## src/rtl/core/asfrs_pkg.sv

```systemverilog
// Shared constants and types for the running-sum array block.
package asfrs_pkg;

	localparam int DEPTH      = 1024;
	localparam int VALUE_BITS = 30;
	localparam int IDX_BITS   = $clog2(DEPTH);
	localparam int COUNT_BITS = 11;
	localparam int SUM_BITS   = 40;
	localparam int PROD_BITS  = COUNT_BITS + VALUE_BITS;
	localparam int EPOCH_BITS = 8;

	localparam logic [COUNT_BITS-1:0] COUNT_RESET = COUNT_BITS'(1024);
	localparam logic [COUNT_BITS-1:0] COUNT_LIMIT = COUNT_BITS'(DEPTH);
	localparam logic [EPOCH_BITS-1:0] EPOCH_FIRST = EPOCH_BITS'(1);
	localparam logic [EPOCH_BITS-1:0] EPOCH_LAST  = {EPOCH_BITS{1'b1}};
	localparam logic [EPOCH_BITS-1:0] EPOCH_STALE = '0;

	localparam logic OP_SET  = 1'b0;
	localparam logic OP_FILL = 1'b1;

	typedef struct packed {
		logic [EPOCH_BITS-1:0] tag;
		logic [VALUE_BITS-1:0] val;
	} mem_word_t;

	typedef struct packed {
		logic                accept;
		logic                commit;
		logic                clear_wr;
		logic [IDX_BITS-1:0] clear_addr;
	} cmd_t;

	typedef struct packed {
		logic wrap;
	} sts_t;

endpackage

```

## src/rtl/core/asfrs_ctrl.sv

```systemverilog
// Controller state machine: clearing pass, accept and commit sequencing.
module asfrs_ctrl import asfrs_pkg::*; (
	input  logic clk,
	input  logic arst_n,
	input  logic item_valid,
	output logic item_ready,
	output logic res_valid,
	input  logic res_ready,
	input  sts_t sts,
	output cmd_t cmd
);

	typedef enum logic [2:0] {
		ST_CLEAR = 3'b001,
		ST_IDLE  = 3'b010,
		ST_EXEC  = 3'b100
	} state_t;

	state_t              state_q;
	state_t              state_nxt;
	logic [IDX_BITS-1:0] clr_cnt_q;
	logic                res_valid_q;
	logic                clr_last;

	assign clr_last = (clr_cnt_q == IDX_BITS'(DEPTH - 1));

	always_comb begin
		item_ready     = (state_q == ST_IDLE);
		cmd.accept     = item_valid && item_ready;
		cmd.commit     = (state_q == ST_EXEC) && (!res_valid_q || res_ready);
		cmd.clear_wr   = (state_q == ST_CLEAR);
		cmd.clear_addr = clr_cnt_q;
		res_valid      = res_valid_q;
	end

	always_comb begin
		state_nxt = state_q;
		case (state_q)
			ST_CLEAR: begin
				if (clr_last) state_nxt = ST_IDLE;
			end
			ST_IDLE: begin
				if (cmd.accept) state_nxt = ST_EXEC;
			end
			ST_EXEC: begin
				if (cmd.commit) state_nxt = sts.wrap ? ST_CLEAR : ST_IDLE;
			end
			default: state_nxt = ST_CLEAR;
		endcase
	end

	always_ff @(posedge clk or negedge arst_n) begin
		if (!arst_n) begin
			state_q     <= ST_CLEAR;
			clr_cnt_q   <= '0;
			res_valid_q <= 1'b0;
		end else begin
			state_q <= state_nxt;
			if (cmd.clear_wr) begin
				clr_cnt_q <= clr_last ? '0 : clr_cnt_q + 1'b1;
			end
			if (cmd.commit) begin
				res_valid_q <= 1'b1;
			end else if (res_ready) begin
				res_valid_q <= 1'b0;
			end
		end
	end

endmodule

```

## config.mk

```make
export PLATFORM = sky130hd
export DESIGN_NAME = asfrs_ctrl
export DESIGN_NICKNAME = d
export VERILOG_FILES = /design/src/rtl/core/asfrs_pkg.sv /design/src/rtl/core/asfrs_ctrl.sv
export SDC_FILE = /design/constraint.sdc
export NUM_CORES = 1
export LEC_CHECK = 0
export BUFFER_PORTS_ARGS = -buffer_cell sky130_fd_sc_hd__clkbuf_2
export CORE_UTILIZATION = 49
export CTS_CLUSTER_DIAMETER = 60
export DETAILED_ROUTE_END_ITERATION = 6
export PLACE_DENSITY = 0.87
export SYNTH_ARGS = -nofsm -noshare
export SYNTH_HDL_FRONTEND = slang
export SYNTH_SLANG_ARGS = --single-unit
```

## constraint.sdc

```tcl
create_clock -name clk -period 1.9 [get_ports clk]
set_input_delay 0.19 -clock clk [delete_from_list [all_inputs] [get_ports clk]]
set_output_delay 0.19 -clock clk [all_outputs]
set_load 0.01 [all_outputs]
```

After elaboration in Yosys (flattened, before gate mapping). Cells that the tools add are included.

Add/sub/neg operators: 1. Equality and inequality tests: 7. Muxes and demuxes: 8. Reductions and logical operators: 6.

Operators by type and width (number): 10-bit by 1-bit adder with 10-bit output (second input constant) (1); 10-bit equality test (second input constant) (1); 10-bit two-way mux (1); 3-bit two-way mux (3); 3-bit one-hot mux with 3 select lines (1); 2-bit by 1-bit != test with 1-bit output (second input constant) (2); 3-bit by 1-bit equality test with 1-bit output (second input constant) (1); 3-bit by 2-bit equality test with 1-bit output (second input constant) (1); 3-bit equality test (second input constant) (1); 3-bit AND reduction (1); 1-bit logical AND (2); 1-bit two-way mux (2); 2-bit two-way mux (1); 2-bit != test (second input constant) (1); 2-bit nonzero test (1); 1-bit zero test (1); 1-bit logical OR (1).

Register bits after elaboration: 14. Input port bits: 5. Output and inout bits: 15.

Depth between registers and ports, before layout. Gate-level depths: netlist (run 1).

Depth in word-level cells: 5. Depth in mapped cells: 5.

Least setup slack after synthesis (run 1). Ideal clock, no wire load.

Path type: register -> register. Start: reg state_q[0]. End: reg clr_cnt_q[7]. Data arrival time: 1514 ps. Data required time: 1813 ps. Path slack: 299 ps. Stages on the path, launching flop included: 5. Path buffers: 0. Path through: dfstp_2 > nor3b_4 > nand3_2 > or4_1 > o211ai_1.

RTL lines: start: declaration (RTL line asfrs_ctrl.sv:19) `state_t state_q;`; start signal: assignment (RTL line asfrs_ctrl.sv:58) `state_q <= state_nxt;`; end signal: assignment (RTL line asfrs_ctrl.sv:60) `clr_cnt_q <= clr_last ? '0 : clr_cnt_q + 1'b1;`; end: declaration (RTL line asfrs_ctrl.sv:21) `logic [IDX_BITS-1:0] clr_cnt_q;`.

Worst setup path in the final report (run 1).
Start: reg state_q[0]. End: reg clr_cnt_q[7].

Cells in the longest elaborated chain, start to end: 1.

RTL lines: 3-bit by 1-bit equality test with 1-bit output (RTL line asfrs_ctrl.sv:31) `cmd.clear_wr = (state_q == ST_CLEAR);`.

No other way between the ends. A chain may end at the register's enable or synchronous reset.

==> results of run 1 <==
==> logic make-up after synthesis <==
| logic type | after synthesis |
|---|---|
| xor gates and xnor gates | 4 |
| DFF | 14 |
| and+or+nand+nor | 43 |
| adders and majority gates | 1 |
| buffers and inverters | 2 |
| AOI/OAI and AO/OA | 12 |
==> state kept, by name (all words and copies together), names as in the netlist <==
signal     flops
clr_cnt_q     10
res_valid      1
state_q        3
==> area by class of cell <==
| cell class | count | area share [%] |
|---|---|---|
| flip-flops and latches | 14 | 39.3 |
| multi-input cells | 60 | 42.0 |
| inverters | 2 | 0.839 |
| repair buffers | 20 | 11.7 |
| clock buffers | 4 | 4.06 |
| well taps | 15 | 2.10 |
==> where the power goes <==
| part | internal [W] | leakage, nW | switching [W] | total (W) |
|---|---|---|---|---|
| logic | 0.000164 | 0.242 | 0.000187 | 0.000351 |
| registers | 0.000375 | 0.170 | 0.000109 | 0.000483 |
| clock network | 0.000117 | 0.0210 | 0.0000951 | 0.000212 |
==> worst min-delay path, cell delays in order <==
cell                       delay (ns)
sky130_fd_sc_hd__clkbuf_2        0.09
sky130_fd_sc_hd__a22oi_1         0.06
sky130_fd_sc_hd__nor2_1          0.08
==> synthesized netlist by cell type, drive strengths merged <==
master	count
o21ai	2
inv	2
o211ai	1
and2	1
nor2b	3
nand3	5
o311ai	1
o21a	1
o22ai	1
xnor2	4
nand2	9
nand2b	4
nand3b	1
or3	1
or2b	2
nor3	1
nor3b	2
dfrtp	13
a21oi	3
and3	3
nor2	6
or4	1
a31oi	2
nand4	3
nand4bb	1
ha	1
dfstp	1
a22oi	1
==> per-stage QoR <==
step                hold WS [ns]  cell area [µm²]  cells
detailed placement         0.107              848    110
global route               0.202              895    115
finish                     0.182              895    115
CTS                        0.180              895    115
global placement           0.107              848    110
floorplan                 -0.106              734     76
==> what timing repair did <==
action                                  4_1_cts  5_1_grt
hold buffers                                  1        0
setup buffers                                 0        0
endpoints found under the hold margin        13        0
endpoints found under the setup margin        0        0
resized for setup                             0        0
==> per-layer routing <==
layer	part of all wire, %	track usage [%]
met1	46	24.3
met2	48	31.3
met3	4.2	6.52
met4	1.6	14.2
met5	0	0
==> worst max-delay path by stage <==
stage                      startpoint                  endpoint  slack [ns]  cells past startpoint
2_1_floorplan  state_q[0]$_DFFE_PN1P_  clr_cnt_q[7]$_DFFE_PN0N_        0.30                      4
3_3_place_gp   state_q[0]$_DFFE_PN1P_  clr_cnt_q[7]$_DFFE_PN0N_        0.31                      4
3_5_place_dp   state_q[0]$_DFFE_PN1P_  clr_cnt_q[7]$_DFFE_PN0N_        0.25                      4
4_1_cts        state_q[0]$_DFFE_PN1P_  clr_cnt_q[7]$_DFFE_PN0N_        0.20                      4
5_1_grt        state_q[0]$_DFFE_PN1P_  clr_cnt_q[7]$_DFFE_PN0N_        0.10                      4
6_report       state_q[0]$_DFFE_PN1P_  clr_cnt_q[7]$_DFFE_PN0N_        0.22                      4
==> metrics.md, run 1 <==
| Metric | Value |
|---|---|
| Core Area | `roughly 0.0014 mm²` |
| Avg Synthesized Cell Area | `a little under 10 µm²` |
| Top cells by area in the synthesized netlist | `sky130_fd_sc_hd__dfrtp_1 44%, sky130_fd_sc_hd__xnor2_1 4.8%, sky130_fd_sc_hd__nand2_1 4.6%` |
| Number of cells traversed by the worst register-to-register path | `4` |
| Worst reg2reg endpoint | `clr_cnt_q[7]$_DFFE_PN0N_` |
| Critical Path AT | `between 1.5 and 2 ns` |
| Sum Neg Setup Slack | `0 ns` |
| Drt initial violations | `12` |
| Total count of max-transition violations in the final report | `0` |
| Final routed wire length divided by cell count | `11.6 µm` |
| Worst path required time | `~2.1 ns` |
| Final setup violation count | `0` |
| Crit path largest cell delay | `around 0.58 ns` |
| Layout filler cell count | `101` |
| Hpwl dp | `a little over 1 mm` |
| Post-synthesis share of cell area spent on and, or, nand and nor gates | `34.4%` |
| Count of nets after finishing | `roughly 110` |
| Critical-path cell with the highest stage delay | `sky130_fd_sc_hd__dfstp_2` |
| FF+latch count, synth | `14` |
| Lkg Pwr | `between 0.4 and 0.5 nW` |
| Final setup margin | `approximately 0.22 ns` |
| Worst Skew | `between 0.003 and 0.004 ns` |
| Peak supply drop | `roughly 0.65 mV` |
| Core Util, Final | `66.3%` |
| Kind of cell adding the most delay to the critical path | `simple AND/OR/NAND/NOR gates` |
| Class of the most critical setup path | `register to register` |
| Worst path bufs/invs | `0` |
| Worst reg-to-reg setup slack | `around 0.22 ns` |
| Yosys top cell area share | `around 44%` |
| Num ports | `20` |
| Largest family of logic cells by synthesized area | `simple AND/OR/NAND/NOR gates` |
| Fraction of layout cells with a size suffix above 1 | `26.0%` |
| Critical path endpoint category | `register` |
| Area added between synthesis and finish | `21.8%` |
| Post-synthesis net count | `roughly 80` |
| Number of clock sinks | `14` |
| Combined global-route utilization of all metal layers | `20.5%` |
| Kind of path behind the tightest hold check | `input port to register` |
| Total design power | `about 0.0010 W` |
| Count of antenna-violating nets left after detailed routing | `0` |
| CTS H-tree lvls | `1` |
| Clock latency of the later-clocked register in the worst-skew pair | `0.28 ns` |
| CP Cell Sequence | `nor3b_4, nand3_2, or4_1, o211ai_1` |
| DRT Wirelength | `around 1.3 mm` |
| Slew of the pin with the lowest slew margin | `approximately 0.34 ns` |
| Width of the die | `~41 µm` |
| Clock transition at the registers of the reported paths | `0.08 ns` |
| Gpl congestion | `0.761` |
| Site row count | `13` |
| Initial antenna violation count | `0` |
| Number of DRC violations after detailed routing | `0` |
| DIE HEIGHT | `just over 40 µm` |
| Seq. cell area | `roughly 350 µm²` |
| Maximum fanout along the worst path | `9` |
| TritonRoute pass-1 iters | `4` |
| Area used by multi-input combinational logic | `around 380 µm²` |
| Depth of the worst hold-timing path | `3` |
| Highest attainable clock frequency | `~590 MHz` |
| Worst slack at placement | `0.245 ns` |
| Compound-gate portion of the synthesized area | `roughly a tenth` |
| Unrepaired setup endpoints after global routing | `no` |
| Starting Density | `a little over half` |
| Reg2Reg Launch Point | `state_q[0]$_DFFE_PN1P_` |
| Die footprint | `about 0.0017 mm²` |
| Status | `finished, final reports clean` |
| Root buffer cell | `sky130_fd_sc_hd__clkbuf_4` |
| Period minus WS final | `1.68 ns` |
| Hold Path Origin | `item_valid` |
| Fraction of synthesized cell area in xor and xnor cells | `4.77%` |
| Pin count of the biggest net entering global routing | `15` |
| Final worst path period share | `roughly 90%` |
| TritonCTS clock tree | `done` |
| Via count | `approximately 620` |
| Commonest non-fill, non-tap cell in the layout | `sky130_fd_sc_hd__clkbuf_2` |
| Area share of fa/ha/maj cells after synthesis | `1.70%` |
| Final hold violation count | `0` |
| Cell area after technology mapping | `734 µm²` |
| Wire length of the first global-routing pass | `~2.1 mm` |
| Count of cell types in the netlist | `30` |
| Number of global-route vias before repair | `around 520` |
| Remaining global-route overflow | `0` |
| Yosys warning count | `0` |
| Detailed-route vias per instance | `roughly 5.4` |
| Startpoint kind of the worst setup timing path | `register` |
| Number of buffers added by the clock tree synthesis step | `3` |
| Dominant cell type by area after synthesis | `sky130_fd_sc_hd__dfrtp_1` |
| Total inserted antenna cells | `0` |
| Count of mapped cells out of synthesis | `76` |
| Number of buffers on the longest clock path | `2` |
| Commonest cells after routing, fill and taps aside | `19 x sky130_fd_sc_hd__clkbuf_2, 13 x sky130_fd_sc_hd__dfrtp_1, 9 x sky130_fd_sc_hd__nand2_1` |
| Multiplexer fraction of the synthesized cell area | `0%` |
| Port-buffer cells | `19` |
| Rel. slew slack | `76.9%` |
| Maximum Capacitance Violations | `0` |
| Proportion of synthesized chip area in sequential cells | `47.9%` |
| Cell area power density | `approximately 1200 mW/mm²` |
| Sink of the worst hold path | `state_q[2]$_DFFE_PN0P_` |
(Power assumes the default switching activity.)
==> run 2, diff against run 1 <==
--- a/config.mk
+++ b/config.mk
@@ -6,10 +6,14 @@
 export NUM_CORES = 1
 export LEC_CHECK = 0
 export BUFFER_PORTS_ARGS = -buffer_cell sky130_fd_sc_hd__clkbuf_2
-export CORE_UTILIZATION = 49
+export CELL_PAD_IN_SITES_DETAIL_PLACEMENT = 1
+export CELL_PAD_IN_SITES_GLOBAL_PLACEMENT = 2
+export CORE_ASPECT_RATIO = 1.25
+export CORE_UTILIZATION = 30
 export CTS_CLUSTER_DIAMETER = 60
 export DETAILED_ROUTE_END_ITERATION = 6
-export PLACE_DENSITY = 0.87
+export PLACE_DENSITY = 0.88
+export SETUP_SLACK_MARGIN = 0.5
 export SYNTH_ARGS = -nofsm -noshare
 export SYNTH_HDL_FRONTEND = slang
 export SYNTH_SLANG_ARGS = --single-unit
==> metrics.md, run 2 (synthesis results as in run 1) <==
| Metric | Value |
|---|---|
| Status | `finished, final reports clean` |
| Cell area power density | `1070 mW/mm² (-8.6%)` |
| Total count of max-transition violations in the final report | `0 (unchanged)` |
| Clock latency of the later-clocked register in the worst-skew pair | `0.28 ns (about the same)` |
| Site row count | `19 (+6)` |
| Startpoint kind of the worst setup timing path | `register` |
| Final hold violation count | `0 (unchanged)` |
| Total design power | `0.00119 W (+14%)` |
| DIE HEIGHT | `57.3 µm (+41%)` |
| Count of nets after finishing | `119 (+11%)` |
| Count of antenna-violating nets left after detailed routing | `0 (unchanged)` |
| Core Area | `0.00226 mm² (+67%)` |
| Width of the die | `46.3 µm (+14%)` |
| Number of buffers added by the clock tree synthesis step | `3 (unchanged)` |
| Root buffer cell | `sky130_fd_sc_hd__clkbuf_4` |
| Number of clock sinks | `14 (unchanged)` |
| Internal power contribution | `0.000712 W (+8.6%)` |
| Clock network fraction of design power | `15.1% (-5.1 points)` |
| Initial antenna violation count | `0 (unchanged)` |
| Final setup violation count | `0 (unchanged)` |
| Power dissipated by switching net loads | `0.000483 W (+23%)` |
| Peak supply drop | `0.554 mV (-15%)` |
| Fraction of layout cells with a size suffix above 1 | `49.1% (+23 points)` |
| Final routed wire length divided by cell count | `14.4 µm (+24%)` |
| Drt initial violations | `14 (+2)` |
| Critical path endpoint category | `primary output` |
| Net Sw Frac | `40.4% (+3.1 points)` |
| Wire length of the first global-routing pass | `3.44 mm (+62%)` |
| Layout filler cell count | `268 (+170%)` |
| Combined global-route utilization of all metal layers | `17.6% (-3.0 points)` |
| Number of flip-flops under the largest register name | `10 (unchanged)` |
| Maximum fanout along the worst path | `4 (-5)` |
| Kind of path behind the tightest hold check | `input port to register` |
| Final worst path period share | `79.0% (-9.5 points)` |
| Power share of the combinational group | `42.1% (+8.5 points)` |
| Gpl congestion | `0.775 (+1.9%)` |
| Unrepaired setup endpoints after global routing | `yes` |
| Period minus WS final | `1.50 ns (-0.181 ns)` |
| Num ports | `20 (unchanged)` |
| CTS H-tree lvls | `1 (unchanged)` |
| Rel. slew slack | `76.1% (-0.77 points)` |
| Number of global-route vias before repair | `757 (+44%)` |
| Lkg Pwr | `0.505 nW (+17%)` |
| Hpwl dp | `1.26 mm (+23%)` |
| Starting Density | `32.5% (-22 points)` |
| Clock transition at the registers of the reported paths | `0.10 ns (+0.02 ns)` |
| Slew of the pin with the lowest slew margin | `0.358 ns (+0.0158 ns)` |
| Via count | `738 (+18%)` |
| Area added between synthesis and finish | `52.1%` |
| Reg power frac | `42.8% (-3.4 points)` |
| Commonest cells after routing, fill and taps aside | `16 x sky130_fd_sc_hd__clkbuf_2, 9 x sky130_fd_sc_hd__dfrtp_1, 9 x sky130_fd_sc_hd__buf_4` |
| Number of DRC violations after detailed routing | `0 (unchanged)` |
| Class of the most critical setup path | `register to primary output` |
| Total inserted antenna cells | `0 (unchanged)` |
| Register with the highest flop count | `clr_cnt_q` |
| Pin count of the biggest net entering global routing | `15 (unchanged)` |
| Worst reg-to-reg setup slack | `0.40 ns (+0.18 ns)` |
| Detailed-route vias per instance | `5.16 (-4.7%)` |
| Maximum Capacitance Violations | `0 (unchanged)` |
| Worst hold margin | `0.186 ns (+0.00385 ns)` |
| Highest attainable clock frequency | `666 MHz (+12%)` |
| DRT Wirelength | `2.06 mm (+54%)` |
| Die footprint | `0.00265 mm² (+60%)` |
| Remaining global-route overflow | `0 (unchanged)` |
| TritonCTS clock tree | `done` |
| Worst Skew | `0.0135 ns (+0.00972 ns)` |
| Worst path required time | `1.71 ns (-0.38 ns)` |
| Sum Neg Setup Slack | `0 ns (unchanged)` |
| TritonRoute pass-1 iters | `4 (unchanged)` |
| Number of buffers on the longest clock path | `2 (unchanged)` |
| Critical Path AT | `1.31 ns (-0.57 ns)` |
| Port-buffer cells | `19 (unchanged)` |
| Commonest non-fill, non-tap cell in the layout | `sky130_fd_sc_hd__clkbuf_2` |
-- run 2: cell count changes in the layout (fill, tap and decap cells not counted), moves of 2 or more --
| cell | delta |
|---|---|
| sky130_fd_sc_hd__buf_4 | +9 |
| sky130_fd_sc_hd__buf_6 | +4 |
| sky130_fd_sc_hd__dfrtp_1 | -4 |
| sky130_fd_sc_hd__dfrtp_2 | +4 |
| sky130_fd_sc_hd__clkbuf_2 | -3 |
| sky130_fd_sc_hd__a21oi_1 | -2 |
| sky130_fd_sc_hd__a21oi_2 | +2 |
| sky130_fd_sc_hd__buf_2 | +2 |
-- run 2: timing repair --
item	in CTS	in global routing
hold endpoints to repair	13	0
cloned	0	0
resized for setup	12	18
pin swaps	2	8
setup endpoints to repair	12	14
hold buffers	1	0
setup buffers	7	5
-- run 2: final cells by class --
class	instances	area [µm²]	share of cell area, %
Clock buffer	4	26.3	2.35
Inverter	2	7.51	0.672
Multi-Input combinational cell	60	475	42.6
Sequential cell	14	357	31.9
Tap cell	31	38.8	3.47
Timing Repair Buffer	32	213	19.0
-- run 2: per-layer routing --
layer / vias up / wire length (µm) / GRT usage (%)
li1: 345 / - / -
met1: 374 / 826 / 20.7
met2: 15 / 1160 / 31.4
met3: 4 / 58 / 1.90
met4: 0 / 19 / 6.30
met5: - / 0 / 0
-- run 2: critical path, cell delays in order (launching register included) --
cell                      delay (ns)
sky130_fd_sc_hd__dfstp_2        0.54
sky130_fd_sc_hd__nor3b_4        0.24
sky130_fd_sc_hd__buf_4          0.17
sky130_fd_sc_hd__buf_6          0.09
-- run 2: path summary, 6_finish.rpt --
path                                                from                        to  cells past startpoint
worst max register to register    state_q[0]$_DFFE_PN1P_  clr_cnt_q[7]$_DFFE_PN0N_                      4
worst min register to register  clr_cnt_q[8]$_DFFE_PN0N_  clr_cnt_q[8]$_DFFE_PN0N_                      1
worst min-delay path                                 sts    state_q[1]$_DFFE_PN0P_                      3
max in group asynchronous                         arst_n    state_q[0]$_DFFE_PN1P_                      2
worst max-delay path              state_q[0]$_DFFE_PN1P_                   cmd[10]                      3
min in group asynchronous                         arst_n  clr_cnt_q[7]$_DFFE_PN0N_                      2
-- run 2: per-stage QoR --
step	utilization (%)	std cells	cell area (µm²)	setup slack, ns
2_1_floorplan	-	76	736	0.299
3_3_place_gp	38.5	126	870	0.298
3_5_place_dp	38.5	126	870	0.225
4_1_cts	44.9	138	1010	0.393
5_1_grt	49.5	143	1120	0.317
6_report	49.5	143	1120	0.399
-- run 2: power groups by stage --
stage                     logic [W]  clock network (W)  registers, W
after detailed placement   0.000359                  0      0.000493
after global routing       0.000557           0.000205      0.000530
final                      0.000503           0.000181      0.000512
after CTS                  0.000420           0.000189      0.000492
after global placement     0.000352                  0      0.000488
after floorplan            0.000193                  0      0.000510
